`config.mk`:
```
export PLATFORM = sky130hd
export DESIGN_NAME = epoch_calendar_converter_top_flat
export DESIGN_NICKNAME = d
export VERILOG_FILES = /design/src/hdl/ecc_pkg.sv /design/src/hdl/ecc_if.sv /design/src/hdl/ecc_div.sv /design/src/hdl/ecc_dp.sv /design/src/hdl/ecc_ctrl.sv /design/src/hdl/epoch_calendar_converter_top.sv /design/src/flat_wrapper.sv
export SDC_FILE = /design/constraint.sdc
export NUM_CORES = 2
export LEC_CHECK = 0
export ABC_AREA = 1
export ABC_CLOCK_PERIOD_IN_PS = 13400
export BUFFER_PORTS_ARGS = -buffer_cell sky130_fd_sc_hd__buf_2
export CAP_MARGIN = 30
export CORE_MARGIN = 3
export CORE_UTILIZATION = 45
export CTS_CLUSTER_DIAMETER = 150
export DETAILED_ROUTE_END_ITERATION = 7
export PLACE_DENSITY = 0.63
export RECOVER_POWER = 25
export SLEW_MARGIN = 20
export SYNTH_ARGS = -nofsm -noshare
export SYNTH_HDL_FRONTEND = slang
export SYNTH_SLANG_ARGS = --single-unit
```
`constraint.sdc`:
```
create_clock -name clk -period 13.4 [get_ports clk]
set_input_delay 2.68 -clock clk [delete_from_list [all_inputs] [get_ports clk]]
set_output_delay 2.68 -clock clk [all_outputs]
set_load 0.005 [all_outputs]
```
`src/hdl/ecc_pkg.sv`:
```
`timescale 1ns / 1ps
package ecc_pkg;

	localparam logic [31:0] EPOCH_LOW  = 32'd946684800;
	localparam logic [31:0] EPOCH_HIGH = 32'd4102444799;
	localparam logic [16:0] SECS_DAY   = 17'd86400;
	localparam logic [16:0] SECS_HOUR  = 17'd3600;
	localparam logic [16:0] SECS_MIN   = 17'd60;
	localparam logic [16:0] DAYS_WEEK  = 17'd7;
	localparam logic [15:0] DAYS_TO_2000 = 16'd10957;
	localparam logic [6:0]  LAST_OFFSET  = 7'd99;

	// scaled reciprocals: quotient = (n * RCP) >> k, exact over the operand range
	localparam logic [25:0] RCP_DAY  = 26'd50903317;  // ceil(2^35 / 675), operand e >> 7
	localparam logic [16:0] RCP_WEEK = 17'd74899;     // ceil(2^19 / 7)
	localparam logic [13:0] RCP_HOUR = 14'd9321;      // ceil(2^21 / 225), operand sod >> 4
	localparam logic [10:0] RCP_MIN  = 11'd1093;      // ceil(2^14 / 15), operand sod >> 2

	// divider jobs of the epoch path
	localparam logic [1:0] DIV_DAY  = 2'd0;
	localparam logic [1:0] DIV_WEEK = 2'd1;
	localparam logic [1:0] DIV_HOUR = 2'd2;
	localparam logic [1:0] DIV_MIN  = 2'd3;

	localparam logic OP_TO_EPOCH = 1'b0;

	typedef struct packed {
		logic        opcode;
		logic [31:0] epoch_in;
		logic [7:0]  year_offset_in;
		logic [7:0]  month_in;
		logic [7:0]  day_in;
		logic [7:0]  hours_in;
		logic [7:0]  minutes_in;
		logic [7:0]  seconds_in;
	} in_item_t;

	typedef struct packed {
		logic        status;
		logic [31:0] epoch_out;
		logic [6:0]  year_offset_out;
		logic [3:0]  month_out;
		logic [4:0]  day_out;
		logic [2:0]  weekday_out;
		logic [4:0]  hours_out;
		logic [5:0]  minutes_out;
		logic [5:0]  seconds_out;
	} out_item_t;

	typedef struct packed {
		logic       load;
		logic       init;
		logic       yr_step;
		logic       mon_step;
		logic       mul;
		logic       sum;
		logic       div_start;
		logic       div_cap;
		logic [1:0] div_sel;
		logic       wr_out;
	} dp_cmd_t;

	typedef struct packed {
		logic op;
		logic ok;
		logic yr_done;
		logic mon_done;
		logic div_done;
	} dp_sts_t;

	function automatic logic [4:0] month_len(input logic leap, input logic [3:0] m);
		logic [4:0] n;
		unique case (m)
			4'd2:                       n = leap ? 5'd29 : 5'd28;
			4'd4, 4'd6, 4'd9, 4'd11:    n = 5'd30;
			default:                    n = 5'd31;
		endcase
		return n;
	endfunction

endpackage

```
`src/hdl/ecc_if.sv`:
```
`timescale 1ns / 1ps
interface ecc_in_if;
	import ecc_pkg::*;
	logic     valid;
	logic     ready;
	in_item_t data;
	modport source (output valid, output data, input ready);
	modport sink (input valid, input data, output ready);
endinterface

interface ecc_out_if;
	import ecc_pkg::*;
	logic      valid;
	logic      ready;
	out_item_t data;
	modport source (output valid, output data, input ready);
	modport sink (input valid, input data, output ready);
endinterface

```
`src/hdl/ecc_div.sv`:
```
`timescale 1ns / 1ps
module ecc_div
	import ecc_pkg::*;
(
	input  logic        clk,
	input  logic        arst_n,
	input  logic        start,
	input  logic [1:0]  sel,
	input  logic [31:0] dividend,
	output logic        done,
	output logic [15:0] quo,
	output logic [16:0] rem
);

	logic        v1_q;
	logic        v2_q;
	logic        done_q;
	logic [1:0]  sel_q;
	logic [31:0] num_q;
	logic [15:0] quo_q;
	logic [16:0] rem_q;
	logic [50:0] p_day;
	logic [32:0] p_week;
	logic [26:0] p_hour;
	logic [20:0] p_min;
	logic [15:0] est;
	logic [16:0] den;
	logic [32:0] back;

	// quotient estimates: multiply by a scaled reciprocal, keep the high bits
	assign p_day  = 51'(num_q[31:7]) * 51'(RCP_DAY);
	assign p_week = 33'(num_q[15:0]) * 33'(RCP_WEEK);
	assign p_hour = 27'(num_q[16:4]) * 27'(RCP_HOUR);
	assign p_min  = 21'(num_q[11:2]) * 21'(RCP_MIN);

	always_comb begin
		unique case (sel_q)
			DIV_DAY: begin
				est = p_day[50:35];           den = SECS_DAY;
			end
			DIV_WEEK: begin
				est = {2'd0, p_week[32:19]};  den = DAYS_WEEK;
			end
			DIV_HOUR: begin
				est = {10'd0, p_hour[26:21]}; den = SECS_HOUR;
			end
			default: begin
				est = {9'd0, p_min[20:14]};   den = SECS_MIN;
			end
		endcase
	end

	// multiply back to get the remainder
	assign back = 33'(quo_q) * 33'(den);

	// advance the three-stage job
	always_ff @(posedge clk or negedge arst_n) begin
		if (!arst_n) begin
			v1_q   <= 1'b0;
			v2_q   <= 1'b0;
			done_q <= 1'b0;
		end else begin
			v1_q   <= start;
			v2_q   <= v1_q;
			done_q <= v2_q;
		end
	end

	always_ff @(posedge clk) begin
		if (start) begin
			num_q <= dividend;
			sel_q <= sel;
		end
		if (v1_q)
			quo_q <= est;
		if (v2_q)
			rem_q <= 17'(num_q - back[31:0]);
	end

	assign done = done_q;
	assign quo  = quo_q;
	assign rem  = rem_q;

endmodule

```
`src/hdl/ecc_dp.sv`:
```
`timescale 1ns / 1ps
module ecc_dp
	import ecc_pkg::*;
(
	input  logic      clk,
	input  logic      arst_n,
	input  in_item_t  in_item,
	input  dp_cmd_t   cmd,
	output dp_sts_t   sts,
	output out_item_t result
);

	in_item_t    it_q;
	logic        ok_q;
	logic [6:0]  cnt_q;
	logic [3:0]  mon_q;
	logic [15:0] days_q;
	logic [31:0] prod_q;
	logic [16:0] sod_q;
	logic [2:0]  wd_q;
	logic [4:0]  hr_q;
	logic [5:0]  min_q;
	logic [5:0]  sec_q;
	out_item_t   res_q;
	out_item_t   res_d;

	logic        in_leap;
	logic        cnt_leap;
	logic        cal_ok;
	logic        ep_ok;
	logic [8:0]  ylen;
	logic [4:0]  mlen;
	logic [31:0] div_num;
	logic        div_done;
	logic [15:0] div_quo;
	logic [16:0] div_rem;
	logic [15:0] dsum;

	// years 2000..2099: leap exactly when the offset is a multiple of four
	assign in_leap  = (it_q.year_offset_in[1:0] == 2'd0);
	assign cnt_leap = (cnt_q[1:0] == 2'd0);
	assign ylen     = cnt_leap ? 9'd366 : 9'd365;
	assign mlen     = month_len(cnt_leap, mon_q);

	// input range checks
	assign cal_ok = (it_q.year_offset_in <= 8'(LAST_OFFSET))
		&& (it_q.month_in >= 8'd1) && (it_q.month_in <= 8'd12)
		&& (it_q.day_in >= 8'd1)
		&& (it_q.day_in <= 8'(month_len(in_leap, it_q.month_in[3:0])))
		&& (it_q.hours_in <= 8'd23) && (it_q.minutes_in <= 8'd59)
		&& (it_q.seconds_in <= 8'd59);
	assign ep_ok = (it_q.epoch_in >= EPOCH_LOW) && (it_q.epoch_in <= EPOCH_HIGH);

	assign sts.op       = it_q.opcode;
	assign sts.ok       = (it_q.opcode == OP_TO_EPOCH) ? cal_ok : ep_ok;
	assign sts.yr_done  = (it_q.opcode == OP_TO_EPOCH) ? (cnt_q == it_q.year_offset_in[6:0])
		: ((cnt_q == LAST_OFFSET) || (days_q < 16'(ylen)));
	assign sts.mon_done = (it_q.opcode == OP_TO_EPOCH) ? (mon_q == it_q.month_in[3:0])
		: ((mon_q == 4'd12) || (days_q < 16'(mlen)));
	assign sts.div_done = div_done;

	// operand of each divider job
	always_comb begin
		unique case (cmd.div_sel)
			DIV_DAY:  div_num = it_q.epoch_in;
			DIV_WEEK: div_num = {16'd0, 16'(days_q + 16'd3)};
			DIV_HOUR: div_num = {15'd0, sod_q};
			default:  div_num = {15'd0, sod_q};
		endcase
	end

	ecc_div u_div (
		.clk      (clk),
		.arst_n   (arst_n),
		.start    (cmd.div_start),
		.sel      (cmd.div_sel),
		.dividend (div_num),
		.done     (div_done),
		.quo      (div_quo),
		.rem      (div_rem)
	);

	assign dsum = days_q + 16'(it_q.day_in) - 16'd1;

	// result: status 1 and all other fields zero on a failed check
	always_comb begin
		res_d = '0;
		if (!ok_q)
			res_d.status = 1'b1;
		else if (it_q.opcode == OP_TO_EPOCH)
			res_d.epoch_out = prod_q;
		else begin
			res_d.year_offset_out = cnt_q;
			res_d.month_out       = mon_q;
			res_d.day_out         = days_q[4:0] + 5'd1;
			res_d.weekday_out     = wd_q;
			res_d.hours_out       = hr_q;
			res_d.minutes_out     = min_q;
			res_d.seconds_out     = sec_q;
		end
	end

	// working registers
	always_ff @(posedge clk) begin
		if (cmd.load)
			it_q <= in_item;
		if (cmd.init) begin
			ok_q   <= sts.ok;
			cnt_q  <= '0;
			mon_q  <= 4'd1;
			days_q <= DAYS_TO_2000;
		end
		if (cmd.yr_step) begin
			cnt_q  <= cnt_q + 7'd1;
			days_q <= (it_q.opcode == OP_TO_EPOCH) ? 16'(days_q + 16'(ylen))
				: 16'(days_q - 16'(ylen));
		end
		if (cmd.mon_step) begin
			mon_q  <= mon_q + 4'd1;
			days_q <= (it_q.opcode == OP_TO_EPOCH) ? 16'(days_q + 16'(mlen))
				: 16'(days_q - 16'(mlen));
		end
		if (cmd.mul)
			prod_q <= 32'({16'd0, dsum} * 32'(SECS_DAY));
		if (cmd.sum)
			prod_q <= prod_q + 32'(it_q.hours_in) * 32'(SECS_HOUR)
				+ 32'(it_q.minutes_in) * 32'(SECS_MIN) + 32'(it_q.seconds_in);
		if (cmd.div_cap) begin
			unique case (cmd.div_sel)
				DIV_DAY: begin
					days_q <= div_quo;
					sod_q  <= div_rem;
				end
				DIV_WEEK: begin
					wd_q   <= div_rem[2:0] + 3'd1;
					days_q <= days_q - DAYS_TO_2000;
				end
				DIV_HOUR: begin
					hr_q  <= div_quo[4:0];
					sod_q <= div_rem;
				end
				default: begin
					min_q <= div_quo[5:0];
					sec_q <= div_rem[5:0];
				end
			endcase
		end
		if (cmd.wr_out)
			res_q <= res_d;
	end

	assign result = res_q;

endmodule

```
`src/hdl/ecc_ctrl.sv`:
```
`timescale 1ns / 1ps
module ecc_ctrl
	import ecc_pkg::*;
(
	input  logic    clk,
	input  logic    arst_n,
	input  logic    in_valid,
	output logic    in_ready,
	output logic    out_valid,
	input  logic    out_ready,
	input  dp_sts_t sts,
	output dp_cmd_t cmd,
	output logic    idle
);

	localparam logic [3:0] S_IDLE  = 4'd0;
	localparam logic [3:0] S_CHECK = 4'd1;
	localparam logic [3:0] S_CYEAR = 4'd2;
	localparam logic [3:0] S_CMON  = 4'd3;
	localparam logic [3:0] S_CMUL  = 4'd4;
	localparam logic [3:0] S_CSUM  = 4'd5;
	localparam logic [3:0] S_DST   = 4'd6;
	localparam logic [3:0] S_DWT   = 4'd7;
	localparam logic [3:0] S_EYEAR = 4'd8;
	localparam logic [3:0] S_EMON  = 4'd9;
	localparam logic [3:0] S_FIN   = 4'd10;

	logic [3:0] state_q, state_d;
	logic [1:0] sel_q;
	logic       ovld_q;

	assign in_ready  = (state_q == S_IDLE);
	assign out_valid = ovld_q;
	assign idle      = (state_q == S_IDLE);

	always_comb begin
		state_d     = state_q;
		cmd         = '0;
		cmd.div_sel = sel_q;
		unique case (state_q)
			S_IDLE: if (in_valid) begin
				cmd.load = 1'b1;
				state_d  = S_CHECK;
			end
			S_CHECK: begin
				cmd.init = 1'b1;
				if (!sts.ok)
					state_d = S_FIN;
				else if (sts.op == OP_TO_EPOCH)
					state_d = S_CYEAR;
				else
					state_d = S_DST;
			end
			S_CYEAR: if (sts.yr_done) state_d = S_CMON; else cmd.yr_step = 1'b1;
			S_CMON:  if (sts.mon_done) state_d = S_CMUL; else cmd.mon_step = 1'b1;
			S_CMUL: begin
				cmd.mul = 1'b1;
				state_d = S_CSUM;
			end
			S_CSUM: begin
				cmd.sum = 1'b1;
				state_d = S_FIN;
			end
			S_DST: begin
				cmd.div_start = 1'b1;
				state_d       = S_DWT;
			end
			S_DWT: if (sts.div_done) begin
				cmd.div_cap = 1'b1;
				state_d     = (sel_q == DIV_MIN) ? S_EYEAR : S_DST;
			end
			S_EYEAR: if (sts.yr_done) state_d = S_EMON; else cmd.yr_step = 1'b1;
			S_EMON:  if (sts.mon_done) state_d = S_FIN; else cmd.mon_step = 1'b1;
			S_FIN: if (!ovld_q || out_ready) begin
				cmd.wr_out = 1'b1;
				state_d    = S_IDLE;
			end
			default: state_d = S_IDLE;
		endcase
	end

	// advance state, divider job and output valid
	always_ff @(posedge clk or negedge arst_n) begin
		if (!arst_n) begin
			state_q <= S_IDLE;
			sel_q   <= DIV_DAY;
			ovld_q  <= 1'b0;
		end else begin
			state_q <= state_d;
			if (state_q == S_CHECK)
				sel_q <= DIV_DAY;
			else if (cmd.div_cap)
				sel_q <= sel_q + 2'd1;
			if (cmd.wr_out)
				ovld_q <= 1'b1;
			else if (out_ready)
				ovld_q <= 1'b0;
		end
	end

endmodule

```
`src/hdl/epoch_calendar_converter_top.sv`:
```
`timescale 1ns / 1ps
// Epoch / calendar converter, Gregorian years 2000 to 2099.
// in_ch carries one request beat: opcode 0 turns the calendar fields into
// Unix seconds, opcode 1 turns epoch_in into year offset, month, day,
// weekday (Monday 1) and time of day. out_ch carries one result beat per
// request; on a failed range check status is 1 and all other fields are 0.
// Both channels move a beat when valid and ready are high at a clock edge.
// Calendar to epoch walks the year offset and the months, then multiplies
// the day count and adds the time of day. Epoch to calendar runs four
// divisions by constants through a reciprocal multiplier and then the year
// and month walks. A failed check goes straight to the result. The
// controller handles one request at a time; in_ch.ready is high only
// while it is idle, and the year walk dominates the time per item.
// A finished result sits in the output register; the next request is taken
// while it waits, but its result is held until out_ch.ready takes the old one.
// Reset (arst_n low) clears out_ch.valid and returns to idle.
module epoch_calendar_converter_top
	import ecc_pkg::*;
(
	input logic clk,
	input logic arst_n,
	ecc_in_if.sink    in_ch,
	ecc_out_if.source out_ch
);

	dp_cmd_t cmd;
	dp_sts_t sts;
	logic    idle;

	ecc_ctrl u_ctrl (
		.clk       (clk),
		.arst_n    (arst_n),
		.in_valid  (in_ch.valid),
		.in_ready  (in_ch.ready),
		.out_valid (out_ch.valid),
		.out_ready (out_ch.ready),
		.sts       (sts),
		.cmd       (cmd),
		.idle      (idle)
	);

	ecc_dp u_dp (
		.clk     (clk),
		.arst_n  (arst_n),
		.in_item (in_ch.data),
		.cmd     (cmd),
		.sts     (sts),
		.result  (out_ch.data)
	);

`ifndef SYNTHESIS
	a_invalid_zero: assert property (@(posedge clk) disable iff (!arst_n)
		out_ch.valid && out_ch.data.status |-> out_ch.data.epoch_out == 32'd0
			&& out_ch.data.month_out == 4'd0 && out_ch.data.weekday_out == 3'd0)
		else $error("invalid result carries nonzero fields");
	a_cal_fields: assert property (@(posedge clk) disable iff (!arst_n)
		out_ch.valid && !out_ch.data.status && out_ch.data.month_out != 4'd0
			|-> out_ch.data.day_out != 5'd0 && out_ch.data.weekday_out != 3'd0
			&& out_ch.data.epoch_out == 32'd0)
		else $error("calendar result malformed");
	a_busy_after_load: assert property (@(posedge clk) disable iff (!arst_n)
		in_ch.valid && in_ch.ready |=> !idle)
		else $error("controller idle after accepting a request");
`endif

endmodule

```
`src/flat_wrapper.sv`:
```
// flat-port wrapper written by rule: the top's interface ports become plain ports
module epoch_calendar_converter_top_flat import ecc_pkg::*;
  (clk, arst_n, in_ch_valid, in_ch_data, in_ch_ready, out_ch_valid, out_ch_data, out_ch_ready);
  ecc_in_if in_ch_i ();
  ecc_out_if out_ch_i ();
  input logic clk;
  input logic arst_n;
  input wire logic [$bits(in_ch_i.valid)-1:0] in_ch_valid;
  input wire logic [$bits(in_ch_i.data)-1:0] in_ch_data;
  output wire logic [$bits(in_ch_i.ready)-1:0] in_ch_ready;
  output wire logic [$bits(out_ch_i.valid)-1:0] out_ch_valid;
  output wire logic [$bits(out_ch_i.data)-1:0] out_ch_data;
  input wire logic [$bits(out_ch_i.ready)-1:0] out_ch_ready;
  assign in_ch_i.valid = in_ch_valid;
  assign in_ch_i.data = in_ch_data;
  assign in_ch_ready = in_ch_i.ready;
  assign out_ch_valid = out_ch_i.valid;
  assign out_ch_data = out_ch_i.data;
  assign out_ch_i.ready = out_ch_ready;
  epoch_calendar_converter_top u_core (.clk(clk), .arst_n(arst_n), .in_ch(in_ch_i), .out_ch(out_ch_i));
endmodule
```
==> results.yml <==
worst_setup_path:
  required_ns: 13.73
  cpMaxStageDelayCell: "dfxtp_1"
  crit_type: "flop to flop"
  cp-end-kind: "flop"
  r2r_slack_ns: 6.58
  cpPeakStageDelay_ns: 0.60
  worstPathArrival_ns: 7.15
  crit_top_cell: "nand2_1"
  cp-start-kind: "flop"
  reg2reg_depth: 27
  worstReg2RegStart: "u_core.u_dp.days_q[4]$_DFF_P_"
  reg2reg_to: "u_core.u_dp.prod_q[27]$_DFFE_PP_"
  worstPathMaxFanout: 14
cts:
  root_buffer: "clkbuf_16"
  hold_buffers: 0
  postCtsSetupBuffers: 0
  numCtsBuffers: 38
  clk_path_buf_depth: 3
  ctsHtreeMaxLevel: 2
  ctsResizeCount: 0
  cts.sinks: 324
  worstSkewPairLatency_ns: 0.58
  cts_tree: "yes"
  path_clk_slew_ns: 0.06
sta:
  finClkSkew_ns: 0.02537
  rsz0062_at_grt: "no"
  finalCritPeriodShare: 0.5090
  hold_viol: 0
  setup_viol: 0
  relSlewSlack: -0.8203
  drv_slew: 181
  fin_crit_ns: 6.821
  fmax_ghz: 0.1466
  worst_pin_slew_ns: 2.730
  tns_ns: 0
grt:
  grt_max_degree: 63
  grt_use_total: 0.2460
  grt_pass1_vias: 36680
  grt_overflow: 0
  antenna_found_initial: 4
  grt_first_pass_wirelength_um: 204000
routing:
  drt_first_pass_iters: 6
  avgViaCountPerCell: 5.196
  drt_iter0_markers: 2824
  wl_per_cell_um: 18.39
  vias: 36870
  drtAntennaViolNets: 0
  drc: 0
  routed_wl_um: 130500
synth:
  yosysTopAreaCell: "ha_1"
  synth-edff-count: 298
  synth.net_count: 6887
  synthTopCellsByArea: "ha_1 23%, edfxtp_1 19%, fa_1 19%, inv_1 10%, nand2_1 8.3%"
  yosysWarnings: 0
  ys_async_sr_fraction: 0.03086
  yosys_register_bits: 324
  synth_top_area_share: 0.2273
  synth-main-ff-cell: "edfxtp_1"
  ys_types: 57
  netlist_instances: 5534
  avgSynthCellArea_sq_um: 8.295
  netlist_area_sq_um: 45910
  yosysSeqAreaShare: 0.2074
outcome:
  status: "finished, violations left"
  violations: "max-capacitance violations, max-slew violations"
placed_design:
  port_buffers: 155
  gp_congestion: 0.9645
  placedInstanceArea_sq_um: 48360
  hpwl_um: 109800
layout:
  area_delta_synth_final_pct: 8.046
  fill_cells: 9818
  fin_nets: 7062
  drive_gt1_frac: 0.05125
  postLayoutCellArea_sq_um: 49600
  seq_area_sq_um: 9519
  multi_input_area_sq_um: 31320
hold_path:
  hold_start: "u_core.u_dp.u_div.rem[12]$_DFFE_PP_"
  hold-path-endpoint: "u_core.u_dp.sod_q[12]$_DFFE_PP_"
  hp-class: "flop to flop"
  hold_depth: 0
floorplanning:
  die_height_um: 325.4
  rows: 116
  ioPinCount: 156
  start_util: 0.4564
  core_sq_um: 100600
  dieWidth_um: 325.4
  dieArea_sq_um: 105900
job:
  drv_cap: 5
layer usage:
metal	wire length, um	vias to the layer above	GRT usage
met1	59430	17630	0.3441
met3	9112	167	0.04491
met4	3579	0	0.06589
li1	-	18020	-
met2	58340	1052	0.3924
met5	0	-	0
flip-flops by register name (all words and copies together), names as in the netlist, 2 cells and up:
name and flops:
u_core.u_dp.prod_q 32, u_core.u_dp.cnt_q 7, u_core.u_dp.result 69, u_core.u_dp.u_div.quo 16
u_core.u_dp.u_div.sel_q 2, u_core.u_dp.it_q 80, u_core.u_dp.hr_q 5, u_core.u_dp.wd_q 3
u_core.u_dp.u_div.num_q 32, u_core.u_dp.sod_q 17, u_core.u_dp.u_div.rem 17, u_core.u_ctrl.state_q 4
u_core.u_dp.mon_q 4, u_core.u_ctrl.sel_q 2, u_core.u_dp.days_q 16, u_core.u_dp.min_q 6
u_core.u_dp.sec_q 6
cell families after synthesis:
| group | share of synthesized area |
|---|---|
| adders and majority gates | 0.4166 |
| AOI/OAI and AO/OA | 0.07070 |
| and+or+nand+nor | 0.1772 |
| xor gates and xnor gates | 0.01755 |
| buffers and inverters | 0.1106 |
| DFF | 0.2074 |
worst max-delay path: cells and delay by family, from the launching register on:
kind	cells	cell delay, ns
fa+ha+maj	8	3.25
simple gates	10	1.09
buf+inv	5	0.64
flops	1	0.60
compound gates	3	0.57
xor+xnor	1	0.41
how the worst max path moves through the flow:
stage	from	endpoint	slack [ns]	cells past startpoint
after floorplan	in_ch_valid	u_core.u_dp.it_q[0]$_DFFE_PP_	6.81	2
after CTS	u_core.u_dp.days_q[4]$_DFF_P_	u_core.u_dp.prod_q[27]$_DFFE_PP_	6.61	27
after global routing	u_core.u_dp.days_q[1]$_DFF_P_	u_core.u_dp.prod_q[28]$_DFFE_PP_	6.09	27
after detailed placement	u_core.u_dp.days_q[4]$_DFF_P_	u_core.u_dp.prod_q[27]$_DFFE_PP_	6.63	27
final	u_core.u_dp.days_q[4]$_DFF_P_	u_core.u_dp.prod_q[27]$_DFFE_PP_	6.58	27
after global placement	u_core.u_dp.u_div.num_q[15]$_DFFE_PP_	u_core.u_dp.u_div.quo[4]$_DFFE_PP_	6.69	20
cell usage after synthesis, types with 10 or more instances:
master and count:
o21ai_0 200, fa_1 434, o21bai_1 38, xor2_1 59, inv_2 11, a21oi_1 248, clkbuf_1 22, nand4_1 73
or2_2 12, a21o_1 14, buf_2 13, nor2_2 10, a22oi_1 15, dfrtp_1 10, inv_1 1272, ha_1 834
dfxtp_1 16, xnor2_1 33, nand2_1 1009, edfxtp_1 298, a31oi_1 16, nor3_1 54, nand3b_1 16, nor2_1 429
nand3_1 295
placed cells by master, fill, tap and decap left out, types with 5 or more instances in the layout:
cell        netlist  layout
clkinvlp_4        0       5
dfrtp_1          10      10
ha_1            834     834
o21ai_0         200     200
o211ai_1          8       8
xor2_1           59      59
a22oi_1          15      15
o21ai_1           5       5
nor4_1            7       7
nor2_2           10      11
nor2_4            6       7
or2_2            12      12
o22ai_1           6       6
nor2_1          429     427
nand2_1        1009    1009
clkinv_1          2       8
a21oi_1         248     247
fa_1            434     434
xnor2_1          33      33
edfxtp_1        298     298
o21bai_1         38      38
nor3_1           54      54
nand3b_1         16      16
a21boi_0          9       9
clkbuf_16         0      39
buf_4             3      21
clkinv_2          0       7
buf_2            13     155
a21o_1           14      14
a31oi_1          16      16
dfxtp_1          16      16
inv_2            11       9
inv_1          1272    1274
nand4_1          73      73
o31ai_1           5       5
clkbuf_1         22       8
nand3_1         295     295
cell type report:
cell class / instances / area share
diodes: 2 / 0.0001009
clock buffers: 42 / 0.01990
multi-input cells: 3875 / 0.6315
inverters: 1286 / 0.09737
clock inverters: 26 / 0.004919
well taps: 1357 / 0.03423
flip-flops and latches: 324 / 0.1919
repair buffers: 184 / 0.02005
metrics by stage:
stage,util,setup slack (ns),cells,hold slack [ns]
after floorplan,-,6.809,5534,0.4003
after global placement,0.4807,6.690,7023,0.4015
final,0.4931,6.579,7096,0.4131
after detailed placement,0.4808,6.629,7024,0.4045
after CTS,0.4931,6.613,7092,0.4142
after global routing,0.4931,6.087,7096,0.4218
Power is left out: the tool's default activity adds up to more than one toggle a clock period on the data nets, which glitch-free logic cannot reach.
